`config.mk`:
```
export PLATFORM = sky130hd
export DESIGN_NAME = arm_data_processing_alu_unit
export DESIGN_NICKNAME = d
export VERILOG_FILES = /design/src/dpalu_pkg.sv /design/src/arm_data_processing_alu_unit.sv
export VERILOG_INCLUDE_DIRS = /design/src /design/src/src
export SDC_FILE = /design/constraint.sdc
export NUM_CORES = 1
export LEC_CHECK = 0
export ABC_AREA = 0
export BUFFER_PORTS_ARGS = -buffer_cell sky130_fd_sc_hd__buf_2
export CORE_UTILIZATION = 59
export DETAILED_ROUTE_END_ITERATION = 8
export PLACE_DENSITY = 0.77
export SLEW_MARGIN = 25
export SYNTH_ARGS = -nofsm -noshare
export SYNTH_HDL_FRONTEND = slang
export SYNTH_SLANG_ARGS = --single-unit
```
`constraint.sdc`:
```
create_clock -name clk -period 7.54 [get_ports clk]
set_clock_uncertainty 0.2 [all_clocks]
set_input_delay 0.754 -clock clk [delete_from_list [all_inputs] [get_ports clk]]
set_output_delay 0.754 -clock clk [all_outputs]
set_load 0.03 [all_outputs]
```
`src/assert_macros.svh`:
```
// Assertion macros for the RTL modules.
`ifndef ASSERT_MACROS_SVH
`define ASSERT_MACROS_SVH

// Clocked assertion, off while reset is applied.
`define ASSERT_CLK(label, clk, rst_n, prop, msg) \
  label: assert property (@(posedge clk) disable iff (!rst_n) prop) else $error(msg);

// Clocked assertion, checked during reset as well.
`define ASSERT_ALWAYS(label, clk, prop, msg) \
  label: assert property (@(posedge clk) prop) else $error(msg);

`endif

```
`src/dpalu_pkg.sv`:
```
// Opcodes, flag positions and widths of the data-processing ALU.
package dpalu_pkg;

  localparam int unsigned DATA_W  = 32;
  localparam int unsigned FLAGS_W = 4;

  localparam int unsigned FLAG_N = 3;
  localparam int unsigned FLAG_Z = 2;
  localparam int unsigned FLAG_C = 1;
  localparam int unsigned FLAG_V = 0;

  typedef enum logic [3:0] {
    OP_AND = 4'd0,
    OP_EOR = 4'd1,
    OP_SUB = 4'd2,
    OP_RSB = 4'd3,
    OP_ADD = 4'd4,
    OP_ADC = 4'd5,
    OP_SBC = 4'd6,
    OP_RSC = 4'd7,
    OP_TST = 4'd8,
    OP_TEQ = 4'd9,
    OP_CMP = 4'd10,
    OP_CMN = 4'd11,
    OP_ORR = 4'd12,
    OP_MOV = 4'd13,
    OP_BIC = 4'd14,
    OP_MVN = 4'd15
  } op_t;

endpackage

```
`src/arm_data_processing_alu_unit.sv`:
```
// Data-processing ALU with NZCV generation: input register, ALU, result register.
//
//   channel | direction | handshake          | payload
//   in_     | input     | in_valid/in_stall   | operation, set_flags, dest_is_pc,
//           |           |                     | mode_has_spsr, first_operand,
//           |           |                     | shifter_value, shifter_carry, flags_in
//   out_    | output    | out_valid/out_stall | result, write_result, flags_out,
//           |           |                     | restore_status, unpredictable
//
// out_valid comes via input and result registers; one per cycle unless out_stall.
// The single 33-bit adder between the input and result registers sets the clock.
// Reset is synchronous on rst_n and empties both stages.
// in_stall rises only when both stages hold items and out_stall is high, so the
// input register keeps filling while a finished result waits.
`include "assert_macros.svh"

module arm_data_processing_alu_unit (
  input  logic                                clk,
  input  logic                                rst_n,
  input  logic                                in_valid,
  output logic                                in_stall,
  input  logic [3:0]                          in_operation,
  input  logic                                in_set_flags,
  input  logic                                in_dest_is_pc,
  input  logic                                in_mode_has_spsr,
  input  logic [dpalu_pkg::DATA_W-1:0]        in_first_operand,
  input  logic [dpalu_pkg::DATA_W-1:0]        in_shifter_value,
  input  logic                                in_shifter_carry,
  input  logic [dpalu_pkg::FLAGS_W-1:0]       in_flags_in,
  output logic                                out_valid,
  input  logic                                out_stall,
  output logic [dpalu_pkg::DATA_W-1:0]        out_result,
  output logic                                out_write_result,
  output logic [dpalu_pkg::FLAGS_W-1:0]       out_flags_out,
  output logic                                out_restore_status,
  output logic                                out_unpredictable
);

  localparam int unsigned W = dpalu_pkg::DATA_W;

  logic                              s1_valid_r;
  logic                              s1_valid_nxt;
  dpalu_pkg::op_t                    s1_op_r;
  logic                              s1_set_flags_r;
  logic                              s1_dest_is_pc_r;
  logic                              s1_mode_has_spsr_r;
  logic [W-1:0]                      s1_a_r;
  logic [W-1:0]                      s1_b_r;
  logic                              s1_shifter_carry_r;
  logic [dpalu_pkg::FLAGS_W-1:0]     s1_flags_r;

  logic                              out_valid_r;
  logic                              out_valid_nxt;
  logic [W-1:0]                      out_result_r;
  logic                              out_write_result_r;
  logic [dpalu_pkg::FLAGS_W-1:0]     out_flags_out_r;
  logic                              out_restore_status_r;
  logic                              out_unpredictable_r;

  logic                              in_take;
  logic                              s2_load;

  logic [W-1:0]                      add_x;
  logic [W-1:0]                      add_y;
  logic                              add_cin;
  logic [W:0]                        add_sum;
  logic                              arith;
  logic                              compare;
  logic [W-1:0]                      res_nxt;
  logic                              n_flag;
  logic                              z_flag;
  logic                              c_flag;
  logic                              v_flag;
  logic [dpalu_pkg::FLAGS_W-1:0]     flags_new;
  logic [dpalu_pkg::FLAGS_W-1:0]     flags_nxt;
  logic                              write_nxt;
  logic                              restore_nxt;
  logic                              unpred_nxt;

  assign in_stall = s1_valid_r && out_valid_r && out_stall;
  assign in_take  = in_valid && !in_stall;
  assign s2_load  = s1_valid_r && !(out_valid_r && out_stall);

  always_comb begin
    s1_valid_nxt = s1_valid_r;
    if (in_take) begin
      s1_valid_nxt = 1'b1;
    end else if (s2_load) begin
      s1_valid_nxt = 1'b0;
    end
  end

  always_comb begin
    out_valid_nxt = out_valid_r;
    if (s2_load) begin
      out_valid_nxt = 1'b1;
    end else if (!out_stall) begin
      out_valid_nxt = 1'b0;
    end
  end

  // adder operand selection
  always_comb begin
    add_x   = s1_a_r;
    add_y   = s1_b_r;
    add_cin = 1'b0;
    arith   = 1'b0;
    unique case (s1_op_r) inside
      dpalu_pkg::OP_SUB, dpalu_pkg::OP_CMP: begin
        add_y   = ~s1_b_r;
        add_cin = 1'b1;
        arith   = 1'b1;
      end
      dpalu_pkg::OP_RSB: begin
        add_x   = s1_b_r;
        add_y   = ~s1_a_r;
        add_cin = 1'b1;
        arith   = 1'b1;
      end
      dpalu_pkg::OP_ADD, dpalu_pkg::OP_CMN: begin
        arith   = 1'b1;
      end
      dpalu_pkg::OP_ADC: begin
        add_cin = s1_flags_r[dpalu_pkg::FLAG_C];
        arith   = 1'b1;
      end
      dpalu_pkg::OP_SBC: begin
        add_y   = ~s1_b_r;
        add_cin = s1_flags_r[dpalu_pkg::FLAG_C];
        arith   = 1'b1;
      end
      dpalu_pkg::OP_RSC: begin
        add_x   = s1_b_r;
        add_y   = ~s1_a_r;
        add_cin = s1_flags_r[dpalu_pkg::FLAG_C];
        arith   = 1'b1;
      end
      default: begin
        arith   = 1'b0;
      end
    endcase
  end

  assign add_sum = {1'b0, add_x} + {1'b0, add_y} + {{W{1'b0}}, add_cin};

  always_comb begin
    res_nxt = add_sum[W-1:0];
    unique case (s1_op_r) inside
      dpalu_pkg::OP_AND, dpalu_pkg::OP_TST: res_nxt = s1_a_r & s1_b_r;
      dpalu_pkg::OP_EOR, dpalu_pkg::OP_TEQ: res_nxt = s1_a_r ^ s1_b_r;
      dpalu_pkg::OP_ORR:                    res_nxt = s1_a_r | s1_b_r;
      dpalu_pkg::OP_MOV:                    res_nxt = s1_b_r;
      dpalu_pkg::OP_BIC:                    res_nxt = s1_a_r & ~s1_b_r;
      dpalu_pkg::OP_MVN:                    res_nxt = ~s1_b_r;
      default:                              res_nxt = add_sum[W-1:0];
    endcase
  end

  always_comb begin
    compare = 1'b0;
    unique case (s1_op_r) inside
      dpalu_pkg::OP_TST, dpalu_pkg::OP_TEQ,
      dpalu_pkg::OP_CMP, dpalu_pkg::OP_CMN: compare = 1'b1;
      default:                              compare = 1'b0;
    endcase
  end

  assign n_flag    = res_nxt[W-1];
  assign z_flag    = (res_nxt == '0);
  assign c_flag    = arith ? add_sum[W] : s1_shifter_carry_r;
  assign v_flag    = arith ? (~(add_x[W-1] ^ add_y[W-1]) & (add_x[W-1] ^ res_nxt[W-1]))
                           : s1_flags_r[dpalu_pkg::FLAG_V];
  assign flags_new = {n_flag, z_flag, c_flag, v_flag};

  always_comb begin
    flags_nxt   = s1_flags_r;
    restore_nxt = 1'b0;
    unpred_nxt  = 1'b0;
    write_nxt   = !compare;
    if (compare) begin
      flags_nxt = flags_new;
    end else if (s1_set_flags_r) begin
      if (s1_dest_is_pc_r) begin
        restore_nxt = s1_mode_has_spsr_r;
        unpred_nxt  = !s1_mode_has_spsr_r;
      end else begin
        flags_nxt = flags_new;
      end
    end
  end

  always_ff @(posedge clk) begin
    if (!rst_n) begin
      s1_valid_r  <= 1'b0;
      out_valid_r <= 1'b0;
    end else begin
      s1_valid_r  <= s1_valid_nxt;
      out_valid_r <= out_valid_nxt;
    end
  end

  always_ff @(posedge clk) begin
    if (in_take) begin
      s1_op_r            <= dpalu_pkg::op_t'(in_operation);
      s1_set_flags_r     <= in_set_flags;
      s1_dest_is_pc_r    <= in_dest_is_pc;
      s1_mode_has_spsr_r <= in_mode_has_spsr;
      s1_a_r             <= in_first_operand;
      s1_b_r             <= in_shifter_value;
      s1_shifter_carry_r <= in_shifter_carry;
      s1_flags_r         <= in_flags_in;
    end
  end

  always_ff @(posedge clk) begin
    if (s2_load) begin
      out_result_r         <= res_nxt;
      out_write_result_r   <= write_nxt;
      out_flags_out_r      <= flags_nxt;
      out_restore_status_r <= restore_nxt;
      out_unpredictable_r  <= unpred_nxt;
    end
  end

  assign out_valid          = out_valid_r;
  assign out_result         = out_result_r;
  assign out_write_result   = out_write_result_r;
  assign out_flags_out      = out_flags_out_r;
  assign out_restore_status = out_restore_status_r;
  assign out_unpredictable  = out_unpredictable_r;

  `ASSERT_ALWAYS(a_stall_only_when_full, clk, in_stall |-> (s1_valid_r && out_valid_r),
    "input stalled with a free stage")
  `ASSERT_CLK(a_advance_fills_output, clk, rst_n,
    (s1_valid_r && !(out_valid_r && out_stall)) |=> out_valid_r, "stage 1 item not advanced")
  `ASSERT_CLK(a_indications_exclusive, clk, rst_n,
    out_valid_r |-> !(out_restore_status_r && out_unpredictable_r), "restore and unpredictable")
  `ASSERT_CLK(a_compare_no_indication, clk, rst_n,
    (out_valid_r && !out_write_result_r) |-> !(out_restore_status_r || out_unpredictable_r),
    "compare op raised an indication")
  `ASSERT_CLK(a_flags_kept_without_s, clk, rst_n,
    (s2_load && !compare && !s1_set_flags_r) |=> (out_flags_out_r == $past(s1_flags_r)),
    "flags changed with S clear")

endmodule
```
# Yosys cells after proc, flatten, opt, wreduce, memory -nomap -nowiden
# Cells that the tools add are included.
# totals
regBits	117
in_bits	80
output_inout_bits	41
# classes
n_reduce_logical	21
eq_ne	16
mux	15
add_sub_neg	2
bitwise	12
# op_table
operator	count
$pmux W32 S6	1
$and A32 B32 Y32	2
$not A32 Y32	2
$pmux W32 S2	1
$add A32 B32 Y33	1
$add A33 B1 Y33	1
$eq A4 B4 Y1 const B	8
$logic_not A32 Y1	1
$mux W32	1
$or A32 B32 Y32	1
$xor A32 B32 Y32	1
$eq A4 B3 Y1 const B	4
$mux W4	3
$reduce_or A3 Y1	4
$eq A4 B2 Y1 const B	2
$mux W1	8
$reduce_or A8 Y1	1
$reduce_or A2 Y1	3
$logic_and A1 B1 Y1	5
$eq A4 B1 Y1 const B	1
$logic_not A1 Y1	4
$logic_not A4 Y1	1
$reduce_or A4 Y1	1
$not A1 Y1	3
5 further kinds	6

# Longest topological paths before layout
# Gate-level depths: netlist of run 1.
# depth
depth_word	12
ltp_mapped	23

# Worst setup path before layout of run 1
# No wires, ideal clock.
# synth_timing
path_kind	reg2reg
start	register s1_op_r[1]
end	register out_flags_out_r (netlist bit out_flags_out[2]), data pin
t_arrival_ns	4.980
stages_incl_launch_ff	24
setup_time_ns	0.165
setup_slack_ns	2.196
path_cell_list	edfxtp_1 -> buf_6 -> buf_6 -> buf_4 -> buf_2 -> buf_2 -> and3_1 -> clkbuf_1 -> inv_1 -> nand2_1 -> clkbuf_1 -> o21ai_0 -> fa_1 -> fa_1 -> a21oi_2 -> o21ai_2 -> a211oi_2 -> a31oi_1 -> mux2i_1 -> o2111ai_1 -> or4bb_1 -> nor4_2 -> nand4b_1 -> o31ai_2
# synth_via
elab_chain_cells	10
elab_cells_between_ends	33
classes_between	2 x add/sub; 14 x eq/ne; 8 x mux; 9 x reduce/logical
# synth_lines
item	line_no	text
start: declaration	arm_data_processing_alu_unit.sv:43	dpalu_pkg::op_t s1_op_r;
start signal: assignment	arm_data_processing_alu_unit.sv:204	s1_op_r <= dpalu_pkg::op_t'(in_operation);
$eq A4 B2 Y1 (no source line), or another cell as far along	--	
$reduce_or A3 Y1 (no source line) / $reduce_or A2 Y1 (equally long branches)	--	
$pmux W32 S2 / $mux W32 (equally long branches)	arm_data_processing_alu_unit.sv:108	unique case (s1_op_r) inside
$add A32 B32 Y33	arm_data_processing_alu_unit.sv:144	assign add_sum = {1'b0, add_x} + {1'b0, add_y} + {{W{1'b0}}, add_cin};
$add A33 B1 Y33	arm_data_processing_alu_unit.sv:144	
$pmux W32 S6 *	arm_data_processing_alu_unit.sv:148	unique case (s1_op_r) inside
named net res_nxt[20]	arm_data_processing_alu_unit.sv:69	logic [W-1:0] res_nxt;
$logic_not A32 Y1 *	arm_data_processing_alu_unit.sv:169	assign z_flag = (res_nxt == '0);
$mux W4	arm_data_processing_alu_unit.sv:183	if (s1_dest_is_pc_r) begin
$mux W4	arm_data_processing_alu_unit.sv:182	end else if (s1_set_flags_r) begin
$mux W4 *	arm_data_processing_alu_unit.sv:180	if (compare) begin
named net flags_nxt, one bit	arm_data_processing_alu_unit.sv:75	logic [dpalu_pkg::FLAGS_W-1:0] flags_nxt;
end signal: assignment	arm_data_processing_alu_unit.sv:219	out_flags_out_r <= flags_nxt;
end: declaration	arm_data_processing_alu_unit.sv:56	logic [dpalu_pkg::FLAGS_W-1:0] out_flags_out_r;
# Mark *: on every way through the listed nets, which the timed path passes. The rest lies on a longest branch.
# A chain may end at the register's enable or synchronous reset.

# Worst setup path after layout of run 1
# Same ends and word-level chain as after synthesis.

==> flow_summary.json, run 1 <==
{
  "status": "complete, no violations",
  "cts_sinks": 117,
  "ctsHoldBuffers": 0,
  "ys_ff_latch": 117,
  "cts-root-buf": "clkbuf_16",
  "place.gp.congestion": 0.924,
  "portBuffers": 120,
  "ios": 121,
  "critPathMaxFanout": 52,
  "antenna_cells": 0,
  "cpMostUsedCell": "buf_4",
  "nets": 1265,
  "grt_pass1_vias": 7067,
  "use_met1_pct": 48.6,
  "grtUsageMet2_pct": 43.2,
  "critPathRequiredTime_ns": 7.60,
  "path_cells": "buf_4, and3_1, buf_4, inv_1, nand2_1, buf_4, o21ai_0, ha_1, a21oi_1, o211ai_2, xor2_1, a211o_1, or4_4, nor4_2, nand4b_1, nor4_2, nand4b_1, o31ai_2",
  "synth_top_cell_by_area": "edfxtp_1",
  "avgRoutedWirePerCell_um": 18.6,
  "ys_types": 96,
  "ys.flop_type": "edfxtp_1",
  "vdd_ir_drop_max_mv": 0.258,
  "max_slew.worst_pin.slew_ns": 0.951,
  "num_rows": 45,
  "vias": 8274,
  "max_freq_mhz": 181,
  "final_common_cell": "buf_2",
  "end_kind": "flip-flop",
  "drive_above_1_share_pct": 19.5,
  "fin_tns_setup_ns": 0,
  "die_area_um2": 16200,
  "cts_tree": "yes",
  "numCtsBuffers": 17,
  "fp.dieW_um": 127,
  "finalCritPeriodShare_pct": 73.1,
  "grt_usage_pct": 31.4,
  "ctsResizeCount": 0,
  "antenna_left": 0,
  "crit_path_start_kind": "flip-flop",
  "rsz0062_at_grt": "false",
  "r2r_slack_ns": 2.03,
  "area_growth_pct": 13.0,
  "grt_pass1_wl_um": 38400,
  "cpPeakStageDelay_ns": 0.54,
  "grt_overflow": 0,
  "initial_core_util_pct": 60.7,
  "final_cell_mix": "buf_2, o21ai_0, edfxtp_1",
  "arrival_ns": 5.58,
  "drc": 0,
  "ys_seq_area_share_pct": 37.7,
  "syn_area_per_cell_um2": 8.99,
  "path_clk_slew_ns": 0.06,
  "dr.pass1.iters": 6,
  "async_reset_ff_share_pct": 0,
  "slew_headroom_pct": 36.4,
  "postSynthCellCount": 1030,
  "worstHoldPathCells": 1,
  "fin_util_pct": 68.6,
  "core-area_um2": 15300,
  "clkLatencyLatePin_ns": 0.43,
  "syn-cell-area_um2": 9260,
  "cts-root-to-sink-buffers": 2,
  "ys_warn_count": 0,
  "cts_setup_buffers": 0,
  "synth_edf_count": 115,
  "synth_area_leaders": "edfxtp_1, ha_1, o21ai_0",
  "syn_nets": 1175,
  "worst_r2r_endpoint": "out_flags_out[2]$_DFFE_PP_",
  "holdPathEnd": "s1_a_r[13]$_DFFE_PP_",
  "maxSlewViolCount": 0,
  "initialDrtViolationCount": 1154,
  "die-height_um": 127,
  "hold_path.class": "in -> reg",
  "hp-start": "in_first_operand[13]",
  "antenna_found_initial": 0,
  "busiest_layer": "met1",
  "grt_max_degree": 82,
  "p_total_mw": 2.31,
  "critPathKind": "reg -> reg",
  "drv_cap": 0,
  "p_leak_nw": 4.39,
  "fillers": 1259,
  "synth_top_area_share_pct": 37.3,
  "hold_viol": 0,
  "worst_path_max_delay_cell": "buf_4",
  "wl_um": 25000,
  "rr_worst_depth": 18,
  "vias_per_cell": 6.16,
  "cts_max_level": 4,
  "setup_viol": 0,
  "powerDensity_nw_per_um2": 221,
  "grtUsageMet3_pct": 6.49,
  "timing.rr.start": "s1_op_r[1]$_DFFE_PP_",
  "min_period_ns": 5.51,
  "dp_hpwl_um": 17500
}
[state kept, by name, summed over array words and instances (netlist names), 4 cells and up]
name,count
s1_flags_r,4
s1_op_r,4
out_flags_out,4
out_result,32
s1_b_r,32
s1_a_r,32
[power by group]
part           total, mW  internal, mW  switching, mW
logic              0.681         0.250          0.431
registers          0.811         0.779         0.0321
clock network      0.820         0.507          0.313
total               2.31          1.54          0.776
[layout make-up]
cell class                 instances  area (µm²)  share of cell area, %
tap                              211         264                   2.52
inverter                          82         308                   2.94
sequential                       117        3490                   33.4
clock buffer                      19         453                   4.33
clock inverter                    13         148                   1.41
multi-input combinational        768        5090                   48.7
timing repair buffer             134         706                   6.74
[routing by layer]
metal,up-vias,wire [µm]
li1,3969,-
met1,3845,11300
met2,425,10500
met3,35,2800
met4,0,467
met5,-,0
[worst max-delay path, delay by kind of cell, from the launching register on]
family / cells / cell delay (ns)
AND/OR/NAND/NOR: 7 / 1.72
flip-flops: 1 / 0.34
buffers and inverters: 4 / 1.32
XOR/XNOR: 1 / 0.20
adder cells (fa/ha/maj): 1 / 0.34
AO/OA/AOI/OAI: 5 / 1.21
[worst max path at each step]
stage               slack [ns]                    endpoint                 start  depth (start not counted)
global placement          2.18  out_flags_out[2]$_DFFE_PP_  s1_op_r[1]$_DFFE_PP_                         18
CTS                       2.08  out_flags_out[2]$_DFFE_PP_  s1_op_r[1]$_DFFE_PP_                         18
detailed placement        2.10  out_flags_out[2]$_DFFE_PP_  s1_op_r[1]$_DFFE_PP_                         18
finish                    2.03  out_flags_out[2]$_DFFE_PP_  s1_op_r[1]$_DFFE_PP_                         18
floorplan                 2.20  out_flags_out[2]$_DFFE_PP_  s1_op_r[1]$_DFFE_PP_                         23
global route              1.64  out_flags_out[2]$_DFFE_PP_  s1_op_r[1]$_DFFE_PP_                         18
[cell families (layout without fill, tap and decap cells)]
group | count (synthesis) | count (layout) | synth area share (%)
buffers and inverters | 145 | 248 | 7.72
DFF | 117 | 117 | 37.7
AOI/OAI and AO/OA | 356 | 356 | 24.6
xor gates and xnor gates | 42 | 42 | 3.97
muxes | 16 | 16 | 1.80
and+or+nand+nor | 289 | 289 | 15.3
adders and majority gates | 65 | 65 | 8.95
[cell usage after synthesis, drive strengths merged, types with 4 or more instances]
library cell / n
nor3: 11
o21a: 4
edfxtp: 115
o211ai: 5
or4: 4
a21boi: 4
nand3: 25
nor2b: 6
a21oi: 90
mux2: 5
o221ai: 9
nand2: 100
or3: 5
nand4: 6
and2b: 5
buf: 30
xor2: 16
clkbuf: 33
a211o: 6
nand4b: 4
o21ai: 122
a211oi: 16
o21bai: 6
and3: 6
nor4: 7
o22ai: 14
a21o: 8
a22oi: 7
or2: 5
ha: 63
mux2i: 11
nand2b: 5
o31ai: 8
a31oi: 23
xnor2: 26
nor2: 84
inv: 82
[stage by stage]
step           area, µm²  setup WS (ns)  hold slack (ns)  cells
2_1_floorplan       9260           2.20            0.266   1030
3_3_place_gp        9860           2.18            0.299   1312
3_5_place_dp        9860           2.10            0.317   1312
4_1_cts            10500           2.08            0.285   1344
5_1_grt            10500           1.64            0.285   1344
6_report           10500           2.03            0.295   1344
Note: power is estimated with default switching activity, not from simulation.
==> run 2: changes to the inputs <==
clock period = 5.64 ns   (was 7.54 ns; I/O delays follow)
==> flow_summary.json, run 2 (synthesis results as in run 1) <==
{
  "grt_max_degree": 77,
  "num_rows": 45,
  "min_period_ns": 5.04,
  "dp_hpwl_um": 18100,
  "core-area_um2": 15300,
  "crit_cells": 18,
  "antenna_cells": 0,
  "hold_viol": 0,
  "die_area_um2": 16200,
  "fin_cells": 1348,
  "dpl_cell_area_um2": 9880,
  "cp_num_buf_inv": 2,
  "hold_path.class": "in -> reg",
  "drc": 0,
  "dp.cells": 1316,
  "grt_pass1_vias": 7221,
  "area_growth_pct": 13.1,
  "multiInputGateArea_um2": 5080,
  "antenna_left": 0,
  "path_cells": "and2_1, nand2_2, buf_4, buf_4, nor2_1, a21oi_1, o21ai_0, ha_1, a211oi_1, nand3_1, a31oi_1, a31oi_1, mux2i_1, o2111ai_1, or4bb_1, nor4_2, nand4b_1, o31ai_2",
  "max_freq_mhz": 198,
  "cts_tree": "yes",
  "cts_sinks": 117,
  "final_cell_mix": "buf_2, o21ai_0, edfxtp_1",
  "grt_overflow": 0,
  "initialDrtViolationCount": 1080,
  "critPathRequiredTime_ns": 5.70,
  "regArea_um2": 3490,
  "numCtsBuffers": 17,
  "final_common_cell": "buf_2",
  "clkLatencyLatePin_ns": 0.42,
  "place.gp.congestion": 0.935,
  "vdd_ir_drop_max_mv": 0.446,
  "ctsResizeCount": 0,
  "grt_pass1_wl_um": 39200,
  "nets": 1269,
  "p_total_mw": 3.07,
  "drive_above_1_share_pct": 19.8,
  "cts_setup_buffers": 0,
  "slew_headroom_pct": 33.5,
  "maxSlewViolCount": 0,
  "drv_cap": 0,
  "initial_core_util_pct": 60.7,
  "vias_per_cell": 6.22,
  "fillers": 1243,
  "worstHoldPathCells": 1,
  "vias": 8384,
  "path_clk_slew_ns": 0.06,
  "end_kind": "flip-flop",
  "cts_max_level": 4,
  "design_area_um2": 10500,
  "status": "complete, no violations",
  "setup_viol": 0,
  "crit_path_start_kind": "flip-flop",
  "cts-root-to-sink-buffers": 2,
  "portBuffers": 120,
  "avgRoutedWirePerCell_um": 18.7,
  "antenna_found_initial": 0,
  "ctsHoldBuffers": 0,
  "cts-root-buf": "clkbuf_16",
  "grt_usage_pct": 32.2,
  "cpPeakStageDelay_ns": 0.54,
  "fin_util_pct": 68.6,
  "wl_um": 25300,
  "worst_path_max_delay_cell": "or4bb_1",
  "critPathKind": "reg -> reg",
  "dr.pass1.iters": 5,
  "p_leak_nw": 4.40,
  "powerDensity_nw_per_um2": 293,
  "ios": 121,
  "rr_worst_depth": 18,
  "critPathMaxFanout": 55,
  "rsz0062_at_grt": "false",
  "crit_family": "simple AND/OR/NAND/NOR gates",
  "die-height_um": 127,
  "arrival_ns": 5.10,
  "max_slew.worst_pin.slew_ns": 0.992,
  "fp.dieW_um": 127,
  "fin_tns_setup_ns": 0,
  "finalCritPeriodShare_pct": 89.4
}
## run 2: routing by layer
layer	part of all wire (%)	vias to the layer above	track usage [%]
met5	0	-	0
met4	1.9	0	9.24
met3	12	36	10.6
met2	41	445	45.2
met1	45	3925	47.1
li1	-	3978	-
## run 2: power by group
| part | leakage [nW] | internal (mW) | total, mW | switching [mW] |
|---|---|---|---|---|
| combinational | 2.99 | 0.336 | 0.920 | 0.583 |
| clock | 0.283 | 0.665 | 1.07 | 0.407 |
| sequential | 1.13 | 1.04 | 1.08 | 0.0402 |
| total | 4.40 | 2.04 | 3.07 | 1.03 |
## run 2: layout make-up
class                   count  area share (%)
flip-flops and latches    117            33.4
multi-input cells         768            48.5
clock buffers              18            4.19
clock inverters            14            1.43
inverters                  82            2.94
repair buffers            138            7.03
well taps                 211            2.52
## run 2: stage by stage
step	setup slack [ns]	hold slack, ns
final	0.597	0.115
after global routing	0.160	0.100
after CTS	0.661	0.102
after detailed placement	0.665	0.331
after global placement	0.741	0.307
after floorplan	0.296	0.266
## run 2: path summary, 6_finish.rpt
path	startpoint	endpoint	slack, ns
max	s1_op_r[1]$_DFFE_PP_	out_flags_out[2]$_DFFE_PP_	0.60
min	in_shifter_value[5]	s1_b_r[5]$_DFFE_PP_	0.12
max reg2reg	s1_op_r[1]$_DFFE_PP_	out_flags_out[2]$_DFFE_PP_	0.60
min reg2reg	s1_valid_r$_SDFFE_PN0P_	out_valid$_SDFFE_PN0P_	0.33
==> run 3: changes to the inputs <==
CORE_UTILIZATION = 40   (was 59)
PLACE_DENSITY = unset   (was 0.77)
==> flow_summary.json, run 3 (synthesis results as in run 1) <==
{
  "max_freq_mhz": 195,
  "cts_setup_buffers": 0,
  "fin_util_pct": 46.9,
  "initialDrtViolationCount": 997,
  "critPathRequiredTime_ns": 5.70,
  "die_area_um2": 23800,
  "num_rows": 55,
  "cts_max_level": 4,
  "grt_max_degree": 77,
  "grt_usage_pct": 22.5,
  "fillers": 2125,
  "drv_cap": 0,
  "worst_path_max_delay_cell": "fa_1",
  "vias_per_cell": 5.67,
  "hold_viol": 0,
  "p_leak_nw": 4.42,
  "grt_pass1_vias": 7221,
  "critPathKind": "reg -> reg",
  "hold_path.class": "in -> reg",
  "powerDensity_nw_per_um2": 299,
  "hold_slack_ns": 0.108,
  "drc": 0,
  "cp_num_buf_inv": 3,
  "cts_tree": "yes",
  "vdd_ir_drop_max_mv": 0.214,
  "clkLatencyLatePin_ns": 0.43,
  "slew_headroom_pct": 37.5,
  "final_common_cell": "buf_2",
  "max_slew.worst_pin.slew_ns": 0.937,
  "numCtsBuffers": 17,
  "avgRoutedWirePerCell_um": 18.7,
  "min_period_ns": 5.12,
  "dp_hpwl_um": 19500,
  "end_kind": "flip-flop",
  "cpPeakStageDelay_ns": 0.49,
  "die-height_um": 154,
  "nets": 1270,
  "worst_slack_ns": 0.517,
  "area_growth_pct": 14.6,
  "antenna_found_initial": 0,
  "cts-root-buf": "clkbuf_16",
  "ctsHoldBuffers": 0,
  "crit_path_start_kind": "flip-flop",
  "path_cells": "buf_4, inv_1, and3_1, inv_1, nand2_1, o21ai_0, fa_1, fa_1, a21oi_2, o21ai_2, mux2i_1, a221o_1, or4_4, nor4_2, nand4b_1, nor4_2, nand4b_1, o31ai_2",
  "wl_um": 26600,
  "finalCritPeriodShare_pct": 90.8,
  "arrival_ns": 5.18,
  "ctsResizeCount": 0,
  "final_cell_mix": "buf_2, o21ai_0, edfxtp_1",
  "p_total_mw": 3.17,
  "rsz0062_at_grt": "false",
  "antenna_cells": 0,
  "critPathMaxFanout": 12,
  "portBuffers": 120,
  "fin_tns_setup_ns": 0,
  "antenna_left": 0,
  "vias": 8065,
  "cts_sinks": 117,
  "cts-root-to-sink-buffers": 2,
  "dr.pass1.iters": 7,
  "status": "complete, no violations",
  "drive_above_1_share_pct": 19.8,
  "core-area_um2": 22600,
  "place_ws_ns": 0.524,
  "setup_viol": 0,
  "crit_family": "simple AND/OR/NAND/NOR gates",
  "grt_pass1_wl_um": 40900,
  "grt_overflow": 0,
  "path_clk_slew_ns": 0.07,
  "initial_core_util_pct": 40.9,
  "maxSlewViolCount": 0,
  "place.gp.congestion": 0.906,
  "fp.dieW_um": 154,
  "ios": 121
}
-- run 3: metrics by stage --
step	cells	area (µm²)
after CTS	1423	10600
after floorplan	1030	9260
after global routing	1423	10600
after global placement	1391	9980
after detailed placement	1391	9980
final	1423	10600
-- run 3: routing by layer --
layer | vias up | wire, µm | share of wire, % | GRT usage [%]
met2 | 334 | 10600 | 40 | 30.6
met4 | 0 | 556 | 2.1 | 7.14
met3 | 33 | 2050 | 7.7 | 4.51
met1 | 3707 | 13400 | 50 | 35.0
li1 | 3991 | - | - | -
met5 | - | 0 | 0 | 0
-- run 3: path summary, 6_finish.rpt --
| path | start | cells after the start | slack (ns) | to |
|---|---|---|---|---|
| max reg2reg | s1_op_r[0]$_DFFE_PP_ | 18 | 0.52 | out_flags_out[2]$_DFFE_PP_ |
| max | s1_op_r[0]$_DFFE_PP_ | 18 | 0.52 | out_flags_out[2]$_DFFE_PP_ |
| min | in_first_operand[7] | 1 | 0.11 | s1_a_r[7]$_DFFE_PP_ |
| min reg2reg | s1_valid_r$_SDFFE_PN0P_ | 2 | 0.32 | out_valid$_SDFFE_PN0P_ |
-- run 3: final cells by class --
class	count	area, µm²	area share, %
repair buffers	139	743	7.00
flip-flops and latches	117	3490	32.9
clock inverters	15	204	1.92
clock buffers	17	425	4.01
multi-input cells	768	5080	47.9
inverters	82	308	2.90
well taps	285	357	3.36
-- run 3: report_power, final --
| group | leakage [nW] | internal [mW] | total (mW) | switching (mW) |
|---|---|---|---|---|
| registers | 1.13 | 1.04 | 1.08 | 0.0405 |
| logic | 3.00 | 0.336 | 0.916 | 0.580 |
| clock network | 0.296 | 0.741 | 1.18 | 0.435 |
| total | 4.42 | 2.12 | 3.17 | 1.06 |
